`src/asmd_pkg.sv`:
```
`timescale 1ns / 1ps

package asmd_pkg;

  localparam int LEVEL_W = 16;
  localparam int AXIS_W  = 16;
  localparam int MAG_W   = 32;
  localparam int IDX_W   = 3;
  localparam int TOTAL_W = 32;
  localparam int CLASS_W = 2;

  // Item kinds
  localparam logic OP_SAMPLE = 1'b0;
  localparam logic OP_CHECK  = 1'b1;

  // Register indexes
  localparam logic [IDX_W-1:0] REG_STEP_HIGH = 3'd0;
  localparam logic [IDX_W-1:0] REG_STEP_LOW  = 3'd1;
  localparam logic [IDX_W-1:0] REG_WALKING   = 3'd2;
  localparam logic [IDX_W-1:0] REG_RUNNING   = 3'd3;
  localparam logic [IDX_W-1:0] REG_FALL      = 3'd4;

  // Motion classes
  localparam logic [CLASS_W-1:0] CLASS_STILL   = 2'd0;
  localparam logic [CLASS_W-1:0] CLASS_WALKING = 2'd1;
  localparam logic [CLASS_W-1:0] CLASS_RUNNING = 2'd2;
  localparam logic [CLASS_W-1:0] CLASS_FALL    = 2'd3;

  localparam int RST_STEP_HIGH = 614;
  localparam int RST_STEP_LOW  = 461;
  localparam int RST_WALKING   = 538;
  localparam int RST_RUNNING   = 717;
  localparam int RST_FALL      = 1280;

  typedef logic [MAG_W-1:0] mag_t;

  // Thresholds are held squared so that the magnitude never needs a root.
  localparam mag_t SQ_RST_STEP_HIGH = mag_t'(RST_STEP_HIGH * RST_STEP_HIGH);
  localparam mag_t SQ_RST_STEP_LOW  = mag_t'(RST_STEP_LOW * RST_STEP_LOW);
  localparam mag_t SQ_RST_WALKING   = mag_t'(RST_WALKING * RST_WALKING);
  localparam mag_t SQ_RST_RUNNING   = mag_t'(RST_RUNNING * RST_RUNNING);
  localparam mag_t SQ_RST_FALL      = mag_t'(RST_FALL * RST_FALL);

  typedef struct packed {
    mag_t step_high;
    mag_t step_low;
    mag_t walking;
    mag_t running;
    mag_t fall;
  } levels_t;

  typedef struct packed {
    logic op;
    mag_t mag;
  } mag_item_t;

endpackage

```
`src/asmd_in_if.sv`:
```
`timescale 1ns / 1ps

interface asmd_in_if;
  logic                                valid;
  logic                                ready;
  logic                                op;
  logic signed [asmd_pkg::AXIS_W-1:0]  accel_x;
  logic signed [asmd_pkg::AXIS_W-1:0]  accel_y;
  logic signed [asmd_pkg::AXIS_W-1:0]  accel_z;

  modport source (output valid, output op, output accel_x, output accel_y, output accel_z,
                  input ready);
  modport sink (input valid, input op, input accel_x, input accel_y, input accel_z,
                output ready);
endinterface

```
`src/asmd_out_if.sv`:
```
`timescale 1ns / 1ps

interface asmd_out_if;
  logic                                valid;
  logic                                ready;
  logic [asmd_pkg::TOTAL_W-1:0]        step_total;
  logic [asmd_pkg::CLASS_W-1:0]        motion_class;
  logic                                step_seen;
  logic                                save_due;
  logic                                fall_pending;

  modport source (output valid, output step_total, output motion_class, output step_seen,
                  output save_due, output fall_pending, input ready);
  modport sink (input valid, input step_total, input motion_class, input step_seen,
                input save_due, input fall_pending, output ready);
endinterface

```
`src/asmd_levels.sv`:
```
`timescale 1ns / 1ps

module asmd_levels (
  input  logic                         clk,
  input  logic                         rst_n,
  input  logic                         cfg_we,
  input  logic [asmd_pkg::IDX_W-1:0]   cfg_idx,
  input  logic [asmd_pkg::LEVEL_W-1:0] cfg_data,
  output asmd_pkg::levels_t            levels
);

  asmd_pkg::levels_t levels_r;
  asmd_pkg::levels_t levels_nxt;
  asmd_pkg::mag_t    sq_data;

  // The square is taken once on the write, not on every sample.
  assign sq_data = asmd_pkg::mag_t'(cfg_data) * asmd_pkg::mag_t'(cfg_data);

  always_comb begin
    levels_nxt = levels_r;
    if (cfg_we) begin
      case (cfg_idx)
        asmd_pkg::REG_STEP_HIGH: levels_nxt.step_high = sq_data;
        asmd_pkg::REG_STEP_LOW:  levels_nxt.step_low  = sq_data;
        asmd_pkg::REG_WALKING:   levels_nxt.walking   = sq_data;
        asmd_pkg::REG_RUNNING:   levels_nxt.running   = sq_data;
        asmd_pkg::REG_FALL:      levels_nxt.fall      = sq_data;
        default:                 levels_nxt = levels_r;
      endcase
    end
  end

  always_ff @(posedge clk) begin
    if (!rst_n) begin
      levels_r.step_high <= asmd_pkg::SQ_RST_STEP_HIGH;
      levels_r.step_low  <= asmd_pkg::SQ_RST_STEP_LOW;
      levels_r.walking   <= asmd_pkg::SQ_RST_WALKING;
      levels_r.running   <= asmd_pkg::SQ_RST_RUNNING;
      levels_r.fall      <= asmd_pkg::SQ_RST_FALL;
    end else begin
      levels_r <= levels_nxt;
    end
  end

  assign levels = levels_r;

endmodule

```
`src/asmd_front.sv`:
```
`timescale 1ns / 1ps

module asmd_front (
  input  logic                  clk,
  input  logic                  rst_n,
  asmd_in_if.sink               in_ch,
  output logic                  mag_valid,
  output asmd_pkg::mag_item_t   mag_item,
  input  logic                  mag_ready
);

  logic                                 in_valid_r;
  logic                                 in_op_r;
  logic signed [asmd_pkg::AXIS_W-1:0]   x_r;
  logic signed [asmd_pkg::AXIS_W-1:0]   y_r;
  logic signed [asmd_pkg::AXIS_W-1:0]   z_r;
  logic                                 mag_valid_r;
  asmd_pkg::mag_item_t                  mag_item_r;
  asmd_pkg::mag_item_t                  mag_item_nxt;
  logic signed [2*asmd_pkg::AXIS_W-1:0] sq_x;
  logic signed [2*asmd_pkg::AXIS_W-1:0] sq_y;
  logic signed [2*asmd_pkg::AXIS_W-1:0] sq_z;
  logic                                 mag_slot_free;
  logic                                 in_slot_free;

  assign mag_slot_free = !mag_valid_r || mag_ready;
  assign in_slot_free  = !in_valid_r || mag_slot_free;
  assign in_ch.ready   = in_slot_free;

  // Each square is non-negative and at most 2^30, so the sum fits in 32 bits.
  assign sq_x = x_r * x_r;
  assign sq_y = y_r * y_r;
  assign sq_z = z_r * z_r;

  always_comb begin
    mag_item_nxt.op  = in_op_r;
    mag_item_nxt.mag = asmd_pkg::mag_t'(sq_x) + asmd_pkg::mag_t'(sq_y)
                     + asmd_pkg::mag_t'(sq_z);
  end

  always_ff @(posedge clk) begin
    if (!rst_n) begin
      in_valid_r  <= 1'b0;
      mag_valid_r <= 1'b0;
    end else begin
      if (in_slot_free) in_valid_r <= in_ch.valid;
      if (mag_slot_free) mag_valid_r <= in_valid_r;
    end
  end

  always_ff @(posedge clk) begin
    if (in_slot_free && in_ch.valid) begin
      in_op_r <= in_ch.op;
      x_r     <= in_ch.accel_x;
      y_r     <= in_ch.accel_y;
      z_r     <= in_ch.accel_z;
    end
    if (mag_slot_free && in_valid_r) mag_item_r <= mag_item_nxt;
  end

  assign mag_valid = mag_valid_r;
  assign mag_item  = mag_item_r;

endmodule

```
`src/asmd_track.sv`:
```
`timescale 1ns / 1ps

module asmd_track #(
  parameter int SAVE_EVERY = 5,
  parameter int COUNT_BITS = 32
) (
  input  logic                clk,
  input  logic                rst_n,
  input  logic                mag_valid,
  input  asmd_pkg::mag_item_t mag_item,
  output logic                mag_ready,
  input  asmd_pkg::levels_t   levels,
  asmd_out_if.source          out_ch
);

  localparam int MOD_W = $clog2(SAVE_EVERY + 1);

  logic                            armed_r, armed_nxt;
  logic [COUNT_BITS-1:0]           count_r, count_nxt;
  logic [MOD_W-1:0]                mod_r, mod_nxt;
  logic                            fall_r, fall_nxt;
  logic [MOD_W-1:0]                mod_inc;
  logic                            fire;

  logic                            out_valid_r;
  logic [asmd_pkg::TOTAL_W-1:0]    total_r, total_nxt;
  logic [asmd_pkg::CLASS_W-1:0]    class_r, class_nxt;
  logic                            seen_r, seen_nxt;
  logic                            save_r, save_nxt;
  logic                            pend_r, pend_nxt;

  assign mag_ready = !out_valid_r || out_ch.ready;
  assign fire      = mag_valid && mag_ready;
  assign mod_inc   = mod_r + MOD_W'(1);

  always_comb begin
    armed_nxt = armed_r;
    count_nxt = count_r;
    mod_nxt   = mod_r;
    fall_nxt  = fall_r;
    class_nxt = asmd_pkg::CLASS_STILL;
    seen_nxt  = 1'b0;
    save_nxt  = 1'b0;
    if (mag_item.op == asmd_pkg::OP_CHECK) begin
      pend_nxt = fall_r;
      fall_nxt = 1'b0;
    end else begin
      if (!armed_r && mag_item.mag > levels.step_high) begin
        armed_nxt = 1'b1;
      end else if (armed_r && mag_item.mag < levels.step_low) begin
        armed_nxt = 1'b0;
        count_nxt = count_r + COUNT_BITS'(1);
        seen_nxt  = 1'b1;
        if (mod_inc >= MOD_W'(SAVE_EVERY)) begin
          mod_nxt  = '0;
          save_nxt = 1'b1;
        end else begin
          mod_nxt = mod_inc;
        end
      end
      // Fall wins over running, running over walking, whatever the level order.
      if (mag_item.mag > levels.fall) class_nxt = asmd_pkg::CLASS_FALL;
      else if (mag_item.mag > levels.running) class_nxt = asmd_pkg::CLASS_RUNNING;
      else if (mag_item.mag > levels.walking) class_nxt = asmd_pkg::CLASS_WALKING;
      if (class_nxt == asmd_pkg::CLASS_FALL) fall_nxt = 1'b1;
      pend_nxt = fall_nxt;
    end
    total_nxt = asmd_pkg::TOTAL_W'(count_nxt);
  end

  always_ff @(posedge clk) begin
    if (!rst_n) begin
      armed_r     <= 1'b0;
      count_r     <= '0;
      mod_r       <= '0;
      fall_r      <= 1'b0;
      out_valid_r <= 1'b0;
    end else begin
      if (mag_ready) out_valid_r <= mag_valid;
      if (fire) begin
        armed_r <= armed_nxt;
        count_r <= count_nxt;
        mod_r   <= mod_nxt;
        fall_r  <= fall_nxt;
      end
    end
  end

  always_ff @(posedge clk) begin
    if (fire) begin
      total_r <= total_nxt;
      class_r <= class_nxt;
      seen_r  <= seen_nxt;
      save_r  <= save_nxt;
      pend_r  <= pend_nxt;
    end
  end

  assign out_ch.valid        = out_valid_r;
  assign out_ch.step_total   = total_r;
  assign out_ch.motion_class = class_r;
  assign out_ch.step_seen    = seen_r;
  assign out_ch.save_due     = save_r;
  assign out_ch.fall_pending = pend_r;

endmodule

```
`src/accel_step_and_motion_detector.sv`:
```
`timescale 1ns / 1ps
// Channel   Direction  Payload
// in_ch     sink       op, accel_x, accel_y, accel_z
// out_ch    source     step_total, motion_class, step_seen, save_due, fall_pending
// cfg_*     write      cfg_idx selects one of five levels, cfg_data is the level
//
// One item per cycle while out_ch is not stalled. An accepted item passes
// through the input register and the magnitude register into the result
// register, which drives out_ch. Levels are squared on the write, so a write
// takes effect for the next item that reaches the result stage.
// Synchronous active-low reset clears the step state and the fall flag and
// restores the default levels. Each stage holds while the stage after it is
// full and stalled, so input stalls only when all three registers are full.

module accel_step_and_motion_detector #(
  parameter int SAVE_EVERY = 5,
  parameter int COUNT_BITS = 32
) (
  input  logic                         clk,
  input  logic                         rst_n,
  asmd_in_if.sink                      in_ch,
  asmd_out_if.source                   out_ch,
  input  logic                         cfg_we,
  input  logic [asmd_pkg::IDX_W-1:0]   cfg_idx,
  input  logic [asmd_pkg::LEVEL_W-1:0] cfg_data
);

  asmd_pkg::levels_t   levels;
  logic                mag_valid;
  logic                mag_ready;
  asmd_pkg::mag_item_t mag_item;

  asmd_levels u_levels (
    .clk      (clk),
    .rst_n    (rst_n),
    .cfg_we   (cfg_we),
    .cfg_idx  (cfg_idx),
    .cfg_data (cfg_data),
    .levels   (levels)
  );

  asmd_front u_front (
    .clk       (clk),
    .rst_n     (rst_n),
    .in_ch     (in_ch),
    .mag_valid (mag_valid),
    .mag_item  (mag_item),
    .mag_ready (mag_ready)
  );

  asmd_track #(
    .SAVE_EVERY (SAVE_EVERY),
    .COUNT_BITS (COUNT_BITS)
  ) u_track (
    .clk       (clk),
    .rst_n     (rst_n),
    .mag_valid (mag_valid),
    .mag_item  (mag_item),
    .mag_ready (mag_ready),
    .levels    (levels),
    .out_ch    (out_ch)
  );

  // A save marker only ever comes with a completed step.
  a_save_needs_step: assert property (@(posedge clk) disable iff (!rst_n)
    out_ch.valid && out_ch.save_due |-> out_ch.step_seen)
    else $error("save_due without step_seen");

  // A sample classed as a fall always reports the latched flag.
  a_fall_latched: assert property (@(posedge clk) disable iff (!rst_n)
    out_ch.valid && out_ch.motion_class == asmd_pkg::CLASS_FALL |-> out_ch.fall_pending)
    else $error("fall class without fall_pending");

  // Input may only stall when every stage is full behind a stalled result.
  a_stall_only_when_full: assert property (@(posedge clk) disable iff (!rst_n)
    !in_ch.ready |-> out_ch.valid && !out_ch.ready && mag_valid)
    else $error("input stalled with room in the pipeline");

  // A completed step disarms the peak, so the result that follows it cannot
  // complete a step as well.
  a_no_double_step: assert property (@(posedge clk) disable iff (!rst_n)
    out_ch.valid && out_ch.ready && out_ch.step_seen |=>
      !(out_ch.valid && out_ch.step_seen))
    else $error("step counted twice without re-arming");

endmodule
```
`src/flat_wrapper.sv`:
```
// flat-port wrapper written by rule: the top's interface ports become plain ports
module accel_step_and_motion_detector_flat 
#(
  parameter int SAVE_EVERY = 5,
  parameter int COUNT_BITS = 32
)
  (clk, rst_n, cfg_we, cfg_idx, cfg_data, in_ch_valid, in_ch_op, in_ch_accel_x, in_ch_accel_y, in_ch_accel_z, in_ch_ready, out_ch_valid, out_ch_step_total, out_ch_motion_class, out_ch_step_seen, out_ch_save_due, out_ch_fall_pending, out_ch_ready);
  asmd_in_if in_ch_i ();
  asmd_out_if out_ch_i ();
  input  logic clk;
  input  logic rst_n;
  input  logic cfg_we;
  input  logic [asmd_pkg::IDX_W-1:0] cfg_idx;
  input  logic [asmd_pkg::LEVEL_W-1:0] cfg_data;
  input wire logic [$bits(in_ch_i.valid)-1:0] in_ch_valid;
  input wire logic [$bits(in_ch_i.op)-1:0] in_ch_op;
  input wire logic [$bits(in_ch_i.accel_x)-1:0] in_ch_accel_x;
  input wire logic [$bits(in_ch_i.accel_y)-1:0] in_ch_accel_y;
  input wire logic [$bits(in_ch_i.accel_z)-1:0] in_ch_accel_z;
  output wire logic [$bits(in_ch_i.ready)-1:0] in_ch_ready;
  output wire logic [$bits(out_ch_i.valid)-1:0] out_ch_valid;
  output wire logic [$bits(out_ch_i.step_total)-1:0] out_ch_step_total;
  output wire logic [$bits(out_ch_i.motion_class)-1:0] out_ch_motion_class;
  output wire logic [$bits(out_ch_i.step_seen)-1:0] out_ch_step_seen;
  output wire logic [$bits(out_ch_i.save_due)-1:0] out_ch_save_due;
  output wire logic [$bits(out_ch_i.fall_pending)-1:0] out_ch_fall_pending;
  input wire logic [$bits(out_ch_i.ready)-1:0] out_ch_ready;
  assign in_ch_i.valid = in_ch_valid;
  assign in_ch_i.op = in_ch_op;
  assign in_ch_i.accel_x = in_ch_accel_x;
  assign in_ch_i.accel_y = in_ch_accel_y;
  assign in_ch_i.accel_z = in_ch_accel_z;
  assign in_ch_ready = in_ch_i.ready;
  assign out_ch_valid = out_ch_i.valid;
  assign out_ch_step_total = out_ch_i.step_total;
  assign out_ch_motion_class = out_ch_i.motion_class;
  assign out_ch_step_seen = out_ch_i.step_seen;
  assign out_ch_save_due = out_ch_i.save_due;
  assign out_ch_fall_pending = out_ch_i.fall_pending;
  assign out_ch_i.ready = out_ch_ready;
  accel_step_and_motion_detector #(.SAVE_EVERY(SAVE_EVERY), .COUNT_BITS(COUNT_BITS)) u_core (.clk(clk), .rst_n(rst_n), .in_ch(in_ch_i), .out_ch(out_ch_i), .cfg_we(cfg_we), .cfg_idx(cfg_idx), .cfg_data(cfg_data));
endmodule
```
`config.mk`:
```
export PLATFORM = sky130hd
export DESIGN_NAME = accel_step_and_motion_detector_flat
export DESIGN_NICKNAME = d
export VERILOG_FILES = /design/src/asmd_pkg.sv /design/src/asmd_in_if.sv /design/src/asmd_out_if.sv /design/src/asmd_levels.sv /design/src/asmd_front.sv /design/src/asmd_track.sv /design/src/accel_step_and_motion_detector.sv /design/src/flat_wrapper.sv
export SDC_FILE = /design/constraint.sdc
export NUM_CORES = 2
export LEC_CHECK = 0
export BUFFER_PORTS_ARGS = -buffer_cell sky130_fd_sc_hd__buf_2
export CORE_MARGIN = 5
export CORE_UTILIZATION = 40
export DETAILED_ROUTE_END_ITERATION = 10
export MAX_ROUTING_LAYER = met4
export PLACE_DENSITY = 0.54
export SYNTH_ARGS = -nofsm -noshare
export SYNTH_HDL_FRONTEND = slang
export SYNTH_SLANG_ARGS = --single-unit
```
`constraint.sdc`:
```
create_clock -name clk -period 17.8 [get_ports clk]
set_input_delay 0 -clock clk [delete_from_list [all_inputs] [get_ports clk]]
set_output_delay 0 -clock clk [all_outputs]
set_load 0.01 [all_outputs]
```
==> flow_results.org <==
** Run status
- Outcome :: finished, final reports clean

** Yosys
- Most instantiated flip-flop cell in the synthesis netlist :: dfxtp_1
- Yosys mapped a number of flops with a built-in enable equal to 119.
- For this run, asynchronously set or reset flops after synthesis account for 0.
- Synth cell count leaders :: inv_1 (1381), fa_1 (982), nand2_1 (485)
- Library cell with the highest instance count after synthesis :: inv_1
- A synthesized cell averages around 9.6 µm².
- Top area cells in the synthesized netlist :: fa_1 (40%), ha_1 (12%), inv_1 (11%)
- Yosys cell types :: 78
- Of the post-synthesis cell area, the dominant cell type holds 0.403.
- The cell count after synthesis came out at 5095.
- The cell area that synthesis handed to floorplanning was 0.0487 mm².
- Yosys top cell by area :: fa_1
- The share of the Yosys chip area taken by registers is 0.153.
- Number of warnings reported in the yosys synthesis log :: 0
- Net count after synthesis :: 6605
- Count of state elements after synthesis :: about 310

** Flow run
- Number of max-cap violations :: 0

** STA
- Count of final max-slew check failures :: 0
- Achievable frequency :: ~110 MHz
- Number of setup violations in the final report :: 0
- In the finished design, the share of the clock period the worst path needs comes to 0.533.
- Clock skew after layout :: 0.0458 ns
- In this run the tightest slew margin relative to its limit is 0.210.
- The smallest clock period supported by the final layout is computed as 9.49 ns.
- The final hold violation count came to 0.
- Post-route setup TNS :: 0 ns
- Setup repair after global routing left no endpoint under its margin.
- Slew @ Worst Pin :: 1.19 ns

** Floorplanning
- Initial Util :: 0.401
- Top-Level Pins :: between 100 and 150
- The floorplan step defined a core boundary enclosing 0.121 mm².
- Chip width :: 359 µm
- The die covers 0.129 mm².
- Measured along the y axis, the die boundary spans 359 µm.
- Row cnt :: around 130

** Placed design
- Final weighted congestion in routability-driven placement :: around 0.88
- Input/output buffers :: 111
- The wire-length estimate of the detail-placed layout is ~100000 µm.

** Hold path
- Hold wc startpoint :: cfg_idx[2]
- The worst hold path was traced through 6 stages.
- The tightest min-delay check is of the input port to flip-flop type.
- The path with the worst hold slack has its endpoint at u_core.u_levels.levels[111].

** Critical path
- Crit path max fanout :: 31
- The endpoint identified for the worst register-to-register timing path is u_core.u_front.mag_item[30].
- CP Class :: flip-flop to flip-flop
- STA puts the critical path data required time at 18.16 ns.
- Register-to-register setup slack :: 8.31 ns
- R2R depth :: 26
- STA classifies the critical path startpoint as a flip-flop.
- The worst setup path is captured at a flip-flop.
- RR Startpoint :: u_core.u_front.z_r[15]
- Data arrival time at the worst-slack endpoint :: ~9.9 ns

** Finish
- After the last flow step, the layout net total stands at ~6700.
- Fraction of final layout cells with drive strength greater than 1 :: 0.0466
- Area added between synthesis and finish :: 8.66%
- The number of antenna diodes in the final layout is 0.

** CTS
- Clock tree synthesis selected as its root buffer the cell clkbuf_16.
- Clock-pin slew was measured on the worst setup and hold paths at 0.06 ns.
- Post-CTS timing repair inserted 0 buffers for setup.
- Counting every sink on the clock net gives 314.
- TritonCTS clock tree :: built
- Maximum buffer depth of the clock tree :: 3
- Clock insertion delay at the later pin of the skew report :: 0.62 ns
- CTS resizes :: 0
- The number of hold buffers added after CTS was 58.
- Total number of H-tree levels :: 2
- TritonCTS created 41 clock buffers.

** GRT
- Via count of the first global-routing pass :: 35800
- Across every metal layer, demand over resource in global routing totals 0.202.
- The initial antenna violation count came to 0.
- Entering global routing, the biggest net connects 85 pins.
- Wire length of the first global-routing pass :: 201000 µm
- GRT Residual Overflow :: 0

** Detailed routing
- Iteration-0 DRC Markers :: 1724
- After detailed routing, the average wire length per cell comes to 17.9 µm.
- Summing over every cut layer, the via total after detailed routing is 32700.
- The first TritonRoute pass finished after 5 iterations.
- Routed via count divided by cell count :: 4.78
- Post-DRT Antenna Nets :: 0
- For this run, design rule violations remaining after detail routing come to 0.
- Post-Route WL :: 122000 µm
worst max-delay path by stage:
stage,start,end,cells after the start
floorplan,u_core.u_front.z_r[0],u_core.u_front.mag_item[30],28
global placement,u_core.u_front.z_r[15],u_core.u_front.mag_item[30],26
detailed placement,u_core.u_front.z_r[15],u_core.u_front.mag_item[30],26
CTS,u_core.u_front.z_r[15],u_core.u_front.mag_item[30],26
global route,u_core.u_front.z_r[15],u_core.u_front.mag_item[30],26
finish,u_core.u_front.z_r[15],u_core.u_front.mag_item[30],26
per-stage QoR:
| step | area (µm²) | utilization | cells | setup slack (ns) | hold WS [ns] |
|---|---|---|---|---|---|
| 2_1_floorplan | 48700 | - | 5095 | 9.17 | 0.0989 |
| 3_3_place_gp | 51000 | 0.420 | 6711 | 8.34 | 0.178 |
| 3_5_place_dp | 51000 | 0.420 | 6711 | 8.26 | 0.178 |
| 4_1_cts | 53000 | 0.436 | 6845 | 8.25 | 0.0364 |
| 5_1_grt | 53000 | 0.436 | 6845 | 7.58 | 0.0665 |
| 6_report | 53000 | 0.436 | 6845 | 8.31 | 0.0913 |
worst max-delay path, cell delays in order, from the launching register on:
cell and delay (ns):
edfxtp_1 1.00, nand2_1 0.80, fa_1 0.77, inv_1 0.06
fa_1 0.49, fa_1 0.51, inv_1 0.06, fa_1 0.52
inv_1 0.05, fa_1 0.49, fa_1 0.56, fa_1 0.42
fa_1 0.50, inv_1 0.05, fa_1 0.47, inv_1 0.04
ha_1 0.33, a21oi_1 0.16, o21ai_0 0.15, a221oi_1 0.44
and3_1 0.21, a221oi_1 0.12, o21ai_1 0.21, a21boi_0 0.15
o21a_1 0.20, a311o_1 0.36, xor2_1 0.14
cells by family after synthesis:
family / count (synthesis) / synth area share
AO/OA/AOI/OAI: 498 / 0.0637
adder cells (fa/ha/maj): 1437 / 0.520
buffers and inverters: 1529 / 0.118
XOR/XNOR: 151 / 0.0273
multiplexers: 17 / 0.00370
AND/OR/NAND/NOR: 1149 / 0.113
flip-flops: 314 / 0.153
state kept, by name, summed over array words and instances (netlist names), 2 cells and up:
register	flops
u_core.u_front.mag_item	33
u_core.u_track.mod_r	3
u_core.u_front.z_r	16
u_core.u_track.count_r	32
u_core.u_front.y_r	16
u_core.u_track.out_ch.step_total	32
u_core.u_levels.levels	155
u_core.u_track.out_ch.motion_class	2
u_core.u_front.x_r	16
metal layers:
layer / vias up / GRT usage / wire length [µm]
met4: 0 / 0.0456 / 3130
met2: 607 / 0.328 / 57300
li1: 15500 / - / -
met3: 150 / 0.0216 / 5160
met5: - / - / 0
met1: 16400 / 0.275 / 56700
area by class of cell:
cell class	instances	area, µm²
fillers	12000	68400
multi-input cells	3252	35500
flip-flops and latches	314	7480
inverters	1383	5190
well taps	1625	2030
repair buffers	195	1330
clock buffers	51	1110
clock inverters	25	264
layout by cell type (no fill, tap or decap), drive strengths merged, types with 10 or more instances in the layout:
cell	n
inv	1387
fa	982
nand2	485
ha	455
and2	211
a21oi	206
dfxtp	195
nor2	172
buf	137
edfxtp	119
xnor2	106
o21ai	83
a21o	63
dlygate4sd3	58
clkbuf	51
nor2b	50
nand3	46
xor2	45
nand2b	42
nand4	41
o211ai	39
and3	32
a211oi	26
nor3	20
clkinv	16
o21a	13
or3	13
o21bai	12
or2	10
Power is left out: the tool's default activity adds up to more than one toggle a clock period on the data nets, which glitch-free logic cannot reach.
